$ cat config.mk
export PLATFORM = sky130hd
export DESIGN_NAME = button_debounce_event_queue_flat
export DESIGN_NICKNAME = d
export VERILOG_FILES = /design/src/rtl/bde_pkg.sv /design/src/rtl/bde_if.sv /design/src/rtl/bde_debounce.sv /design/src/rtl/bde_queue.sv /design/src/rtl/button_debounce_event_queue.sv /design/src/flat_wrapper.sv
export SDC_FILE = /design/constraint.sdc
export NUM_CORES = 1
export LEC_CHECK = 0
export BUFFER_PORTS_ARGS = -buffer_cell sky130_fd_sc_hd__buf_2
export CORE_ASPECT_RATIO = 1.25
export CORE_MARGIN = 1.5
export CORE_UTILIZATION = 55
export CTS_CLUSTER_DIAMETER = 120
export CTS_CLUSTER_SIZE = 28
export DETAILED_ROUTE_END_ITERATION = 12
export PLACE_DENSITY = 0.77
export SYNTH_ARGS = -nofsm -noshare
export SYNTH_HDL_FRONTEND = slang
export SYNTH_SLANG_ARGS = --single-unit
$ cat constraint.sdc
create_clock -name clk -period 7.4 [get_ports clk]
set_clock_uncertainty 0.1 [all_clocks]
set_input_delay 0.37 -clock clk [delete_from_list [all_inputs] [get_ports clk]]
set_output_delay 0.37 -clock clk [all_outputs]
set_load 0.05 [all_outputs]
$ cat src/rtl/bde_pkg.sv
// Shared types and constants for the button debounce event queue.
// No dependencies; every other file in rtl/ refers to this package by scoped names.
package bde_pkg;

	// Request kinds carried on the request channel
	typedef enum logic {
		REQ_POLL = 1'b0,
		REQ_POP  = 1'b1
	} req_kind_t;

	localparam int unsigned STAMP_W = 32;
	localparam int unsigned COUNT_W = 16;

	// Debounce threshold after reset
	localparam logic [COUNT_W-1:0] DEBOUNCE_RESET = 16'd10;

endpackage

$ cat src/rtl/bde_if.sv
// Valid/ready channel interfaces for the request and event sides.
// Depends on bde_pkg for the time stamp width.
interface bde_req_if #(
	parameter int unsigned BUTTONS = 2
);
	logic                        valid;
	logic                        ready;
	logic                        req_type;
	logic [BUTTONS-1:0]          button_levels;
	logic [bde_pkg::STAMP_W-1:0] now_ms;

	modport source (output valid, req_type, button_levels, now_ms, input ready);
	modport sink (input valid, req_type, button_levels, now_ms, output ready);
endinterface

interface bde_evt_if #(
	parameter int unsigned IDX_W  = 1,
	parameter int unsigned PEND_W = 4
);
	logic                        valid;
	logic                        ready;
	logic                        event_valid;
	logic [IDX_W-1:0]            event_button;
	logic [bde_pkg::STAMP_W-1:0] press_duration;
	logic [PEND_W-1:0]           events_pending;

	modport source (output valid, event_valid, event_button, press_duration, events_pending,
		input ready);
	modport sink (input valid, event_valid, event_button, press_duration, events_pending,
		output ready);
endinterface

$ cat src/rtl/bde_debounce.sv
// Per-button debounce counters, pressed flags and press stamps.
// Depends on bde_pkg; instantiated by button_debounce_event_queue.
module bde_debounce #(
	parameter int unsigned BUTTONS = 2
) (
	input  logic                        clk,
	input  logic                        arst_n,
	input  logic                        poll_en,
	input  logic [BUTTONS-1:0]          levels,
	input  logic [bde_pkg::STAMP_W-1:0] now_ms,
	input  logic [bde_pkg::COUNT_W-1:0] debounce_count,
	output logic [BUTTONS-1:0]          release_hit,
	output logic [bde_pkg::STAMP_W-1:0] duration [BUTTONS]
);

	for (genvar i = 0; i < BUTTONS; i++) begin : g_btn
		logic                        pressed_q;
		logic [bde_pkg::COUNT_W-1:0] count_q;
		logic [bde_pkg::STAMP_W-1:0] stamp_q;
		logic                        differs;
		logic [bde_pkg::COUNT_W:0]   count_inc;
		logic                        settled;

		// A released button waits for low samples, a pressed one for high
		assign differs   = pressed_q ? levels[i] : ~levels[i];
		assign count_inc = {1'b0, count_q} + 1'b1;
		assign settled   = differs && (count_inc >= {1'b0, debounce_count});

		assign release_hit[i] = poll_en && settled && pressed_q;
		assign duration[i]    = now_ms - stamp_q;

		// Advance the counter, toggle the state once it has settled
		always_ff @(posedge clk or negedge arst_n) begin
			if (!arst_n) begin
				pressed_q <= 1'b0;
				count_q   <= '0;
				stamp_q   <= '0;
			end else if (poll_en) begin
				if (!differs) begin
					count_q <= '0;
				end else if (settled) begin
					count_q   <= '0;
					pressed_q <= ~pressed_q;
					if (!pressed_q) begin
						stamp_q <= now_ms;
					end
				end else begin
					count_q <= count_inc[bde_pkg::COUNT_W-1:0];
				end
			end
		end
	end

endmodule

$ cat src/rtl/bde_queue.sv
// Ring buffer of release events with several pushes or one pop per step.
// Depends on bde_pkg; instantiated by button_debounce_event_queue.
module bde_queue #(
	parameter int unsigned BUTTONS     = 2,
	parameter int unsigned QUEUE_DEPTH = 8,
	parameter int unsigned IDX_W       = 1,
	parameter int unsigned PEND_W      = 4
) (
	input  logic                        clk,
	input  logic                        arst_n,
	input  logic                        step_en,
	input  logic                        pop_req,
	input  logic [BUTTONS-1:0]          release_hit,
	input  logic [bde_pkg::STAMP_W-1:0] duration [BUTTONS],
	output logic                        event_valid,
	output logic [IDX_W-1:0]            event_button,
	output logic [bde_pkg::STAMP_W-1:0] press_duration,
	output logic [PEND_W-1:0]           events_pending
);

	localparam int unsigned PTR_W   = $clog2(QUEUE_DEPTH);
	localparam int unsigned ENTRY_W = IDX_W + bde_pkg::STAMP_W;

	logic [ENTRY_W-1:0] store [QUEUE_DEPTH];
	logic [PTR_W-1:0]   rd_ptr_q, wr_ptr_q, rd_ptr_n, wr_ptr_n;
	logic [PEND_W-1:0]  count_q, count_n;
	logic [BUTTONS-1:0] wr_en;
	logic [PTR_W-1:0]   wr_slot [BUTTONS];
	logic               pop_hit;
	logic               ev_valid_q;
	logic [ENTRY_W-1:0] rd_data_q;

	function automatic logic [PTR_W-1:0] ptr_next(input logic [PTR_W-1:0] p);
		ptr_next = (p == PTR_W'(QUEUE_DEPTH - 1)) ? '0 : p + 1'b1;
	endfunction

	assign pop_hit = pop_req && (count_q != '0);

	// Place releases in button order into consecutive slots, drop when full
	always_comb begin
		wr_ptr_n = wr_ptr_q;
		rd_ptr_n = rd_ptr_q;
		count_n  = count_q;
		wr_en    = '0;
		for (int i = 0; i < BUTTONS; i++) begin
			wr_slot[i] = wr_ptr_n;
			if (!pop_req && release_hit[i] && (count_n < PEND_W'(QUEUE_DEPTH))) begin
				wr_en[i] = 1'b1;
				wr_ptr_n = ptr_next(wr_ptr_n);
				count_n  = count_n + 1'b1;
			end
		end
		if (pop_hit) begin
			rd_ptr_n = ptr_next(rd_ptr_q);
			count_n  = count_q - 1'b1;
		end
	end

	// Pointers and fill level
	always_ff @(posedge clk or negedge arst_n) begin
		if (!arst_n) begin
			rd_ptr_q   <= '0;
			wr_ptr_q   <= '0;
			count_q    <= '0;
			ev_valid_q <= 1'b0;
		end else if (step_en) begin
			rd_ptr_q   <= rd_ptr_n;
			wr_ptr_q   <= wr_ptr_n;
			count_q    <= count_n;
			ev_valid_q <= pop_hit;
		end
	end

	// Store writes and registered read of the oldest entry
	always_ff @(posedge clk) begin
		if (step_en) begin
			for (int i = 0; i < BUTTONS; i++) begin
				if (wr_en[i]) begin
					store[wr_slot[i]] <= {IDX_W'(i), duration[i]};
				end
			end
			rd_data_q <= pop_hit ? store[rd_ptr_q] : '0;
		end
	end

	assign event_valid    = ev_valid_q;
	assign event_button   = rd_data_q[ENTRY_W-1 -: IDX_W];
	assign press_duration = rd_data_q[bde_pkg::STAMP_W-1:0];
	assign events_pending = count_q;

endmodule

$ cat src/rtl/button_debounce_event_queue.sv
// Top level: debounces active-low buttons and queues release events.
// Depends on bde_pkg, bde_if, bde_debounce and bde_queue.
//
// Usage:
//   req channel: each transaction is a poll (req_type 0) carrying one sample of
//   button_levels with its now_ms stamp, or a pop (req_type 1) of the oldest
//   queued release event. Every request gives exactly one evt transaction:
//   event_valid, event_button, press_duration and the queue fill level after
//   the request. A pop on an empty queue returns event_valid 0 with zeros.
//   cfg_wr_en / cfg_wr_data set the debounce threshold; write while idle only.
// Timing:
//   A request is registered on acceptance in the input register and then loads
//   the result register when evt is not stalled. One request is accepted every
//   cycle while evt is not stalled; the per-button counters and the ring buffer
//   pointers update together as each request steps through.
// Reset and stall:
//   arst_n clears buttons to released, counters, stamps and the queue pointers,
//   and sets the threshold to 10. While evt is stalled the result holds and the
//   input register takes one more request before req.ready drops.
module button_debounce_event_queue #(
	parameter int unsigned BUTTONS     = 2,
	parameter int unsigned QUEUE_DEPTH = 8
) (
	input  logic                        clk,
	input  logic                        arst_n,
	input  logic                        cfg_wr_en,
	input  logic [bde_pkg::COUNT_W-1:0] cfg_wr_data,
	bde_req_if.sink                     req,
	bde_evt_if.source                   evt
);

	localparam int unsigned IDX_W  = (BUTTONS > 1) ? $clog2(BUTTONS) : 1;
	localparam int unsigned PEND_W = $clog2(QUEUE_DEPTH + 1);

	logic [bde_pkg::COUNT_W-1:0] debounce_count_q;
	logic                        valid_s1;
	logic                        req_type_s1;
	logic [BUTTONS-1:0]          levels_s1;
	logic [bde_pkg::STAMP_W-1:0] now_s1;
	logic                        evt_valid_q;
	logic                        advance;
	logic                        step_en;
	logic                        poll_en;
	logic                        pop_req;
	logic [BUTTONS-1:0]          release_hit;
	logic [bde_pkg::STAMP_W-1:0] duration [BUTTONS];

	// Hold the threshold register
	always_ff @(posedge clk or negedge arst_n) begin
		if (!arst_n) begin
			debounce_count_q <= bde_pkg::DEBOUNCE_RESET;
		end else if (cfg_wr_en) begin
			debounce_count_q <= cfg_wr_data;
		end
	end

	// Advance whenever the result register is free or being taken
	assign advance   = !evt_valid_q || evt.ready;
	assign req.ready = !valid_s1 || advance;
	assign step_en   = valid_s1 && advance;
	assign pop_req   = (req_type_s1 == bde_pkg::REQ_POP);
	assign poll_en   = step_en && !pop_req;

	// Input register
	always_ff @(posedge clk or negedge arst_n) begin
		if (!arst_n) begin
			valid_s1 <= 1'b0;
		end else if (req.ready) begin
			valid_s1 <= req.valid;
		end
	end

	always_ff @(posedge clk) begin
		if (req.valid && req.ready) begin
			req_type_s1 <= req.req_type;
			levels_s1   <= req.button_levels;
			now_s1      <= req.now_ms;
		end
	end

	// Result register valid flag
	always_ff @(posedge clk or negedge arst_n) begin
		if (!arst_n) begin
			evt_valid_q <= 1'b0;
		end else if (advance) begin
			evt_valid_q <= valid_s1;
		end
	end

	bde_debounce #(
		.BUTTONS(BUTTONS)
	) u_debounce (
		.clk           (clk),
		.arst_n        (arst_n),
		.poll_en       (poll_en),
		.levels        (levels_s1),
		.now_ms        (now_s1),
		.debounce_count(debounce_count_q),
		.release_hit   (release_hit),
		.duration      (duration)
	);

	bde_queue #(
		.BUTTONS    (BUTTONS),
		.QUEUE_DEPTH(QUEUE_DEPTH),
		.IDX_W      (IDX_W),
		.PEND_W     (PEND_W)
	) u_queue (
		.clk           (clk),
		.arst_n        (arst_n),
		.step_en       (step_en),
		.pop_req       (pop_req),
		.release_hit   (release_hit),
		.duration      (duration),
		.event_valid   (evt.event_valid),
		.event_button  (evt.event_button),
		.press_duration(evt.press_duration),
		.events_pending(evt.events_pending)
	);

	assign evt.valid = evt_valid_q;

	// Fill level never exceeds the ring size
	a_pending_bound: assert property (@(posedge clk) disable iff (!arst_n)
		evt.valid |-> (evt.events_pending <= PEND_W'(QUEUE_DEPTH)))
		else $error("event queue fill level above depth");

	// A result without an event carries zero payload
	a_empty_payload: assert property (@(posedge clk) disable iff (!arst_n)
		(evt.valid && !evt.event_valid) |->
			(evt.event_button == '0 && evt.press_duration == '0))
		else $error("payload set on a result without an event");

	// An empty result register always lets a request in
	a_ready_when_free: assert property (@(posedge clk) disable iff (!arst_n)
		!evt.valid |-> req.ready)
		else $error("request channel blocked with empty result register");

	// A stalled result holds its payload until taken
	a_hold_on_stall: assert property (@(posedge clk) disable iff (!arst_n)
		(evt.valid && !evt.ready) |=>
			(evt.valid && $stable(evt.event_valid) && $stable(evt.event_button) &&
			$stable(evt.press_duration) && $stable(evt.events_pending)))
		else $error("stalled event transaction changed");

endmodule
$ cat src/flat_wrapper.sv
// flat-port wrapper written by rule: the top's interface ports become plain ports
module button_debounce_event_queue_flat 
#(
	parameter int unsigned BUTTONS     = 2,
	parameter int unsigned QUEUE_DEPTH = 8
)
  (clk, arst_n, cfg_wr_en, cfg_wr_data, req_valid, req_req_type, req_button_levels, req_now_ms, req_ready, evt_valid, evt_event_valid, evt_event_button, evt_press_duration, evt_events_pending, evt_ready);
  bde_req_if #(.BUTTONS(BUTTONS)) req_i ();
  bde_evt_if evt_i ();
  input  logic clk;
  input  logic arst_n;
  input  logic cfg_wr_en;
  input  logic [bde_pkg::COUNT_W-1:0] cfg_wr_data;
  input wire logic [$bits(req_i.valid)-1:0] req_valid;
  input wire logic [$bits(req_i.req_type)-1:0] req_req_type;
  input wire logic [$bits(req_i.button_levels)-1:0] req_button_levels;
  input wire logic [$bits(req_i.now_ms)-1:0] req_now_ms;
  output wire logic [$bits(req_i.ready)-1:0] req_ready;
  output wire logic [$bits(evt_i.valid)-1:0] evt_valid;
  output wire logic [$bits(evt_i.event_valid)-1:0] evt_event_valid;
  output wire logic [$bits(evt_i.event_button)-1:0] evt_event_button;
  output wire logic [$bits(evt_i.press_duration)-1:0] evt_press_duration;
  output wire logic [$bits(evt_i.events_pending)-1:0] evt_events_pending;
  input wire logic [$bits(evt_i.ready)-1:0] evt_ready;
  assign req_i.valid = req_valid;
  assign req_i.req_type = req_req_type;
  assign req_i.button_levels = req_button_levels;
  assign req_i.now_ms = req_now_ms;
  assign req_ready = req_i.ready;
  assign evt_valid = evt_i.valid;
  assign evt_event_valid = evt_i.event_valid;
  assign evt_event_button = evt_i.event_button;
  assign evt_press_duration = evt_i.press_duration;
  assign evt_events_pending = evt_i.events_pending;
  assign evt_i.ready = evt_ready;
  button_debounce_event_queue #(.BUTTONS(BUTTONS), .QUEUE_DEPTH(QUEUE_DEPTH)) u_core (.clk(clk), .arst_n(arst_n), .cfg_wr_en(cfg_wr_en), .cfg_wr_data(cfg_wr_data), .req(req_i), .evt(evt_i));
endmodule
==> metrics.log <==
INFO  metric ctsLongestPathBuffers = 3
INFO  metric die_h = 239 µm
INFO  metric synth_top_area_share = 39.6%
INFO  metric boundaryPins = 96
INFO  metric cts.clk_slew.worst_paths = 0.10 ns
INFO  metric fill_cells = 3513
INFO  metric antenna_cells_inserted = 0
INFO  metric final_layout_size_suffix_gt1_share = 14.9%
INFO  metric number_of_hold_violations_in_the_final_report = 0
INFO  metric drv.max_cap_violation_count = 0
INFO  metric max_freq = 176 MHz
INFO  metric grt_util_met3 = 3.44%
INFO  metric clock_period_minus_final_worst_setup_slack = 5.68 ns
INFO  metric post_layout_nonfiller_instances = 2718
INFO  metric drt_pre_antenna_iters = 7
INFO  metric synthesis.yosys.warnings = 0
INFO  metric holdCritPathClass = input port to flop
INFO  metric globalplace.congestion = 0.937
INFO  metric clkSinkCount = 459
INFO  metric total_switching_power = 1.93 mW
INFO  metric clkPwrFrac = 22.3%
INFO  metric synth-async-reset-ratio = 27.7%
INFO  metric setup_tns = 0 ns
INFO  metric peakVddDrop = 0.267 mV
INFO  metric finalCritPeriodShare = 76.7%
INFO  metric synthCells = 2036
INFO  metric placed_cells_incl_taps = 2627
INFO  metric multi_input_gate_area = 0.0106 mm²
INFO  metric synth_fp_nets = 2199
INFO  metric grt_pass1_wl = 95100 µm
INFO  metric fp.dieW = 192 µm
INFO  metric avgSynthCellArea = 12.1 µm²
INFO  metric std_cell_rows = 86
INFO  metric reg2reg_from = u_core.u_debounce.g_btn[0].count_q[0]$_DFFE_PN0P_
INFO  metric worst-r2r-cell-count = 16
INFO  metric pwr-share-comb = 28.7%
INFO  metric synth-edff-count = 324
INFO  metric worstSkewPairLatency = 0.58 ns
INFO  metric cts_tree = built
INFO  metric regToRegEndpoint = u_core.u_queue.store[4][5]$_DFFE_PP_
INFO  metric floorplan.initialDensity = 55.6%
INFO  metric critical_path_end_type = flop
INFO  metric cts-buffers-inserted = 20
INFO  metric postSynth.topFlopCell = edfxtp_1
INFO  metric dr.first_iter.drc_count = 1873
INFO  metric ys_ff_latch = 459
INFO  metric yosys-top-cells-area = edfxtp_1 40%, dfrtp_1 13%, mux4_2 6.1%
INFO  metric timing_worst_slew_pin_value = 1.15 ns
INFO  metric cts_root_buf = clkbuf_16
INFO  metric grt-ovfl-total = 0
INFO  metric total_power = 6.05 mW
INFO  metric post_cts_resized = 0
INFO  metric grt_pass1_vias = 17400
INFO  metric seq_area_frac_synth = 53.2%
INFO  metric critical_path_class = flop to flop
INFO  metric worstPathRequired = 7.60 ns
INFO  metric dp.final_hpwl = 42000 µm
INFO  metric power.leakage = 10.3 nW
INFO  metric worst-r2r-setup-slack = 1.72 ns
INFO  metric use_met1 = 34.8%
INFO  metric initial_antenna_violation_count = 0
INFO  metric h-tree-depth = 1
INFO  metric power-per-cell-area = 226 mW/mm²
INFO  metric cp_data_arrival_time = 5.88 ns
INFO  metric synth.most_common_cell = edfxtp_1
INFO  metric slew_headroom = 22.4%
INFO  metric netlist_area = 0.0245 mm²
INFO  metric drc_errors = 0
INFO  metric p_sw_share = 31.9%
INFO  metric critical_path.max_fanout = 37
INFO  metric syn2layout_area_growth = 8.83%
INFO  metric start_kind = flop
INFO  metric placement.io_buffers = 95
INFO  metric nets = 2295
INFO  metric detail_route.wirelength = 61800 µm
INFO  metric whs = 0.121 ns
INFO  metric routed_wire_length_per_instance = 22.8 µm
INFO  metric critical_path.endpoint = u_core.u_queue.store[4][5]$_DFFE_PP_
INFO  metric grt_setup_unrepaired = false
INFO  metric netlist.top_cell.by_area = edfxtp_1
INFO  metric final_antenna_net_count = 0
INFO  metric maxSlewViolCount = 0
INFO  metric share_seq_of_total_power = 49.0%
INFO  metric detailroute.via_count = 17800
INFO  metric ys_types = 86
INFO  metric yosys-top-cells-count = 324 x edfxtp_1, 180 x o22ai_1, 125 x dfrtp_1
INFO  metric grt_use_total = 26.9%
INFO  metric globalRoute.busiestLayer = met2
INFO  metric run_status = finished clean
INFO  metric pin_count_of_the_biggest_net_entering_global_routing = 75
INFO  metric cts_hold_repair.buffers = 55
INFO  metric internal_power = 4.12 mW
INFO  metric core-area = 0.0441 mm²
INFO  metric postCtsSetupRepairBufs = 0
INFO  metric register_area = 0.0131 mm²
INFO  metric globalRouteMet2Util = 46.0%
INFO  metric startpoint_of_the_most_critical_setup_path = u_core.u_debounce.g_btn[0].count_q[0]$_DFFE_PN0P_
INFO  metric detail_route.vias_per_cell = 6.54
INFO  metric area_enclosed_by_the_die_boundary = 0.0459 mm²
INFO  metric setup_viol_count_final = 0
-- sequential cells by signal, indices dropped and copies added (netlist names), 2 cells and up --
register                           cells
u_core.u_queue.rd_data_q              33
u_core.u_queue.wr_ptr_q                3
u_core.u_debounce.g_btn.pressed_q      2
u_core.now_s1                         32
u_core.u_queue.store                 264
u_core.u_queue.events_pending          4
u_core.u_debounce.g_btn.stamp_q       64
u_core.levels_s1                       2
u_core.u_queue.rd_ptr_q                3
u_core.debounce_count_q               16
u_core.u_debounce.g_btn.count_q       32
-- power by group through the flow --
| stage | Sequential (mW) | Clock (mW) | Combinational (mW) |
|---|---|---|---|
| 6_report | 2.96 | 1.35 | 1.73 |
| 4_1_cts | 2.97 | 1.37 | 1.73 |
| 2_1_floorplan | 3.14 | 0 | 1.13 |
| 3_5_place_dp | 3.02 | 0 | 1.70 |
| 3_3_place_gp | 3.02 | 0 | 1.67 |
| 5_1_grt | 2.98 | 1.46 | 1.86 |
-- worst max-delay path, stage by stage, from the launching register on --
cell and delay (ns):
dfrtp_1 0.45, ha_1 0.26, nand3_1 0.13, or2_1 0.35, nor2b_4 0.17, and4_1 0.27, xnor2_1 0.16, ha_1 0.29
a21oi_1 0.15, nor2b_1 0.06, a211o_2 0.35, o2111ai_4 0.57, mux2_1 0.59, nand4_4 0.17, buf_4 0.41, nand2_1 0.48
buf_4 0.40
-- cell usage in the layout (no fill, tap or decap), types with 19 or more instances in the layout --
cell type / count
a21o_1: 31
a21oi_1: 61
buf_2: 94
buf_4: 37
clkbuf_16: 21
dfrtp_1: 122
dlygate4sd3_1: 55
edfxtp_1: 324
ha_1: 105
inv_1: 109
mux2_2: 62
mux2i_1: 37
mux4_2: 66
nand2_1: 122
nand2b_1: 19
nand3_1: 42
nor2_1: 94
o21ai_0: 91
o21ai_1: 50
o22ai_1: 180
o31ai_1: 20
or3_1: 59
xnor2_1: 42
xor2_1: 37
-- per-layer routing --
metal / vias to the layer above / wire, µm
met1: 8616 / 23800
met4: 0 / 2470
met2: 952 / 30200
li1: 8023 / -
met5: - / 0
met3: 183 / 5380
-- stage by stage --
| stage | setup slack (ns) | instance area [µm²] | util, % |
|---|---|---|---|
| after CTS | 1.73 | 26700 | 60.6 |
| after floorplan | 2.43 | 24500 | - |
| after global placement | 1.87 | 25600 | 58.0 |
| after detailed placement | 1.75 | 25600 | 58.0 |
| final | 1.72 | 26700 | 60.6 |
| after global routing | 1.34 | 26700 | 60.6 |
-- kinds of logic after synthesis --
group,synth area share [%]
AOI/OAI and AO/OA,14.8
DFF,53.2
and+or+nand+nor,9.30
buffers and inverters,3.69
muxes,10.6
adders and majority gates,5.51
xor gates and xnor gates,2.82
-- worst min-delay path by stage --
| stage | slack [ns] | depth (start not counted) | endpoint | startpoint |
|---|---|---|---|---|
| 2_1_floorplan | -0.03 | 0 | u_core.debounce_count_q[0]$_DFFE_PN0P_ | arst_n |
| 3_3_place_gp | 0.33 | 2 | u_core.u_queue.store[6][32]$_SDFFE_PP1P_ | u_core.u_queue.store[6][32]$_SDFFE_PP1P_ |
| 3_5_place_dp | 0.33 | 2 | u_core.u_queue.store[3][32]$_SDFFE_PP1P_ | u_core.u_queue.store[3][32]$_SDFFE_PP1P_ |
| 4_1_cts | 0.1 | 3 | u_core.debounce_count_q[1]$_DFFE_PN1P_ | cfg_wr_en |
| 5_1_grt | 0.16 | 3 | u_core.debounce_count_q[1]$_DFFE_PN1P_ | cfg_wr_en |
| 6_report | 0.12 | 3 | u_core.debounce_count_q[1]$_DFFE_PN1P_ | cfg_wr_en |
-- area by class of cell --
class	instances	share of cell area (%)
clock buffers	35	2.16
clock inverters	1	0.0749
inverters	112	1.59
multi-input cells	1352	39.6
flip-flops and latches	459	48.9
well taps	572	2.68
repair buffers	187	4.94
Power figures use the tool's default switching activity.
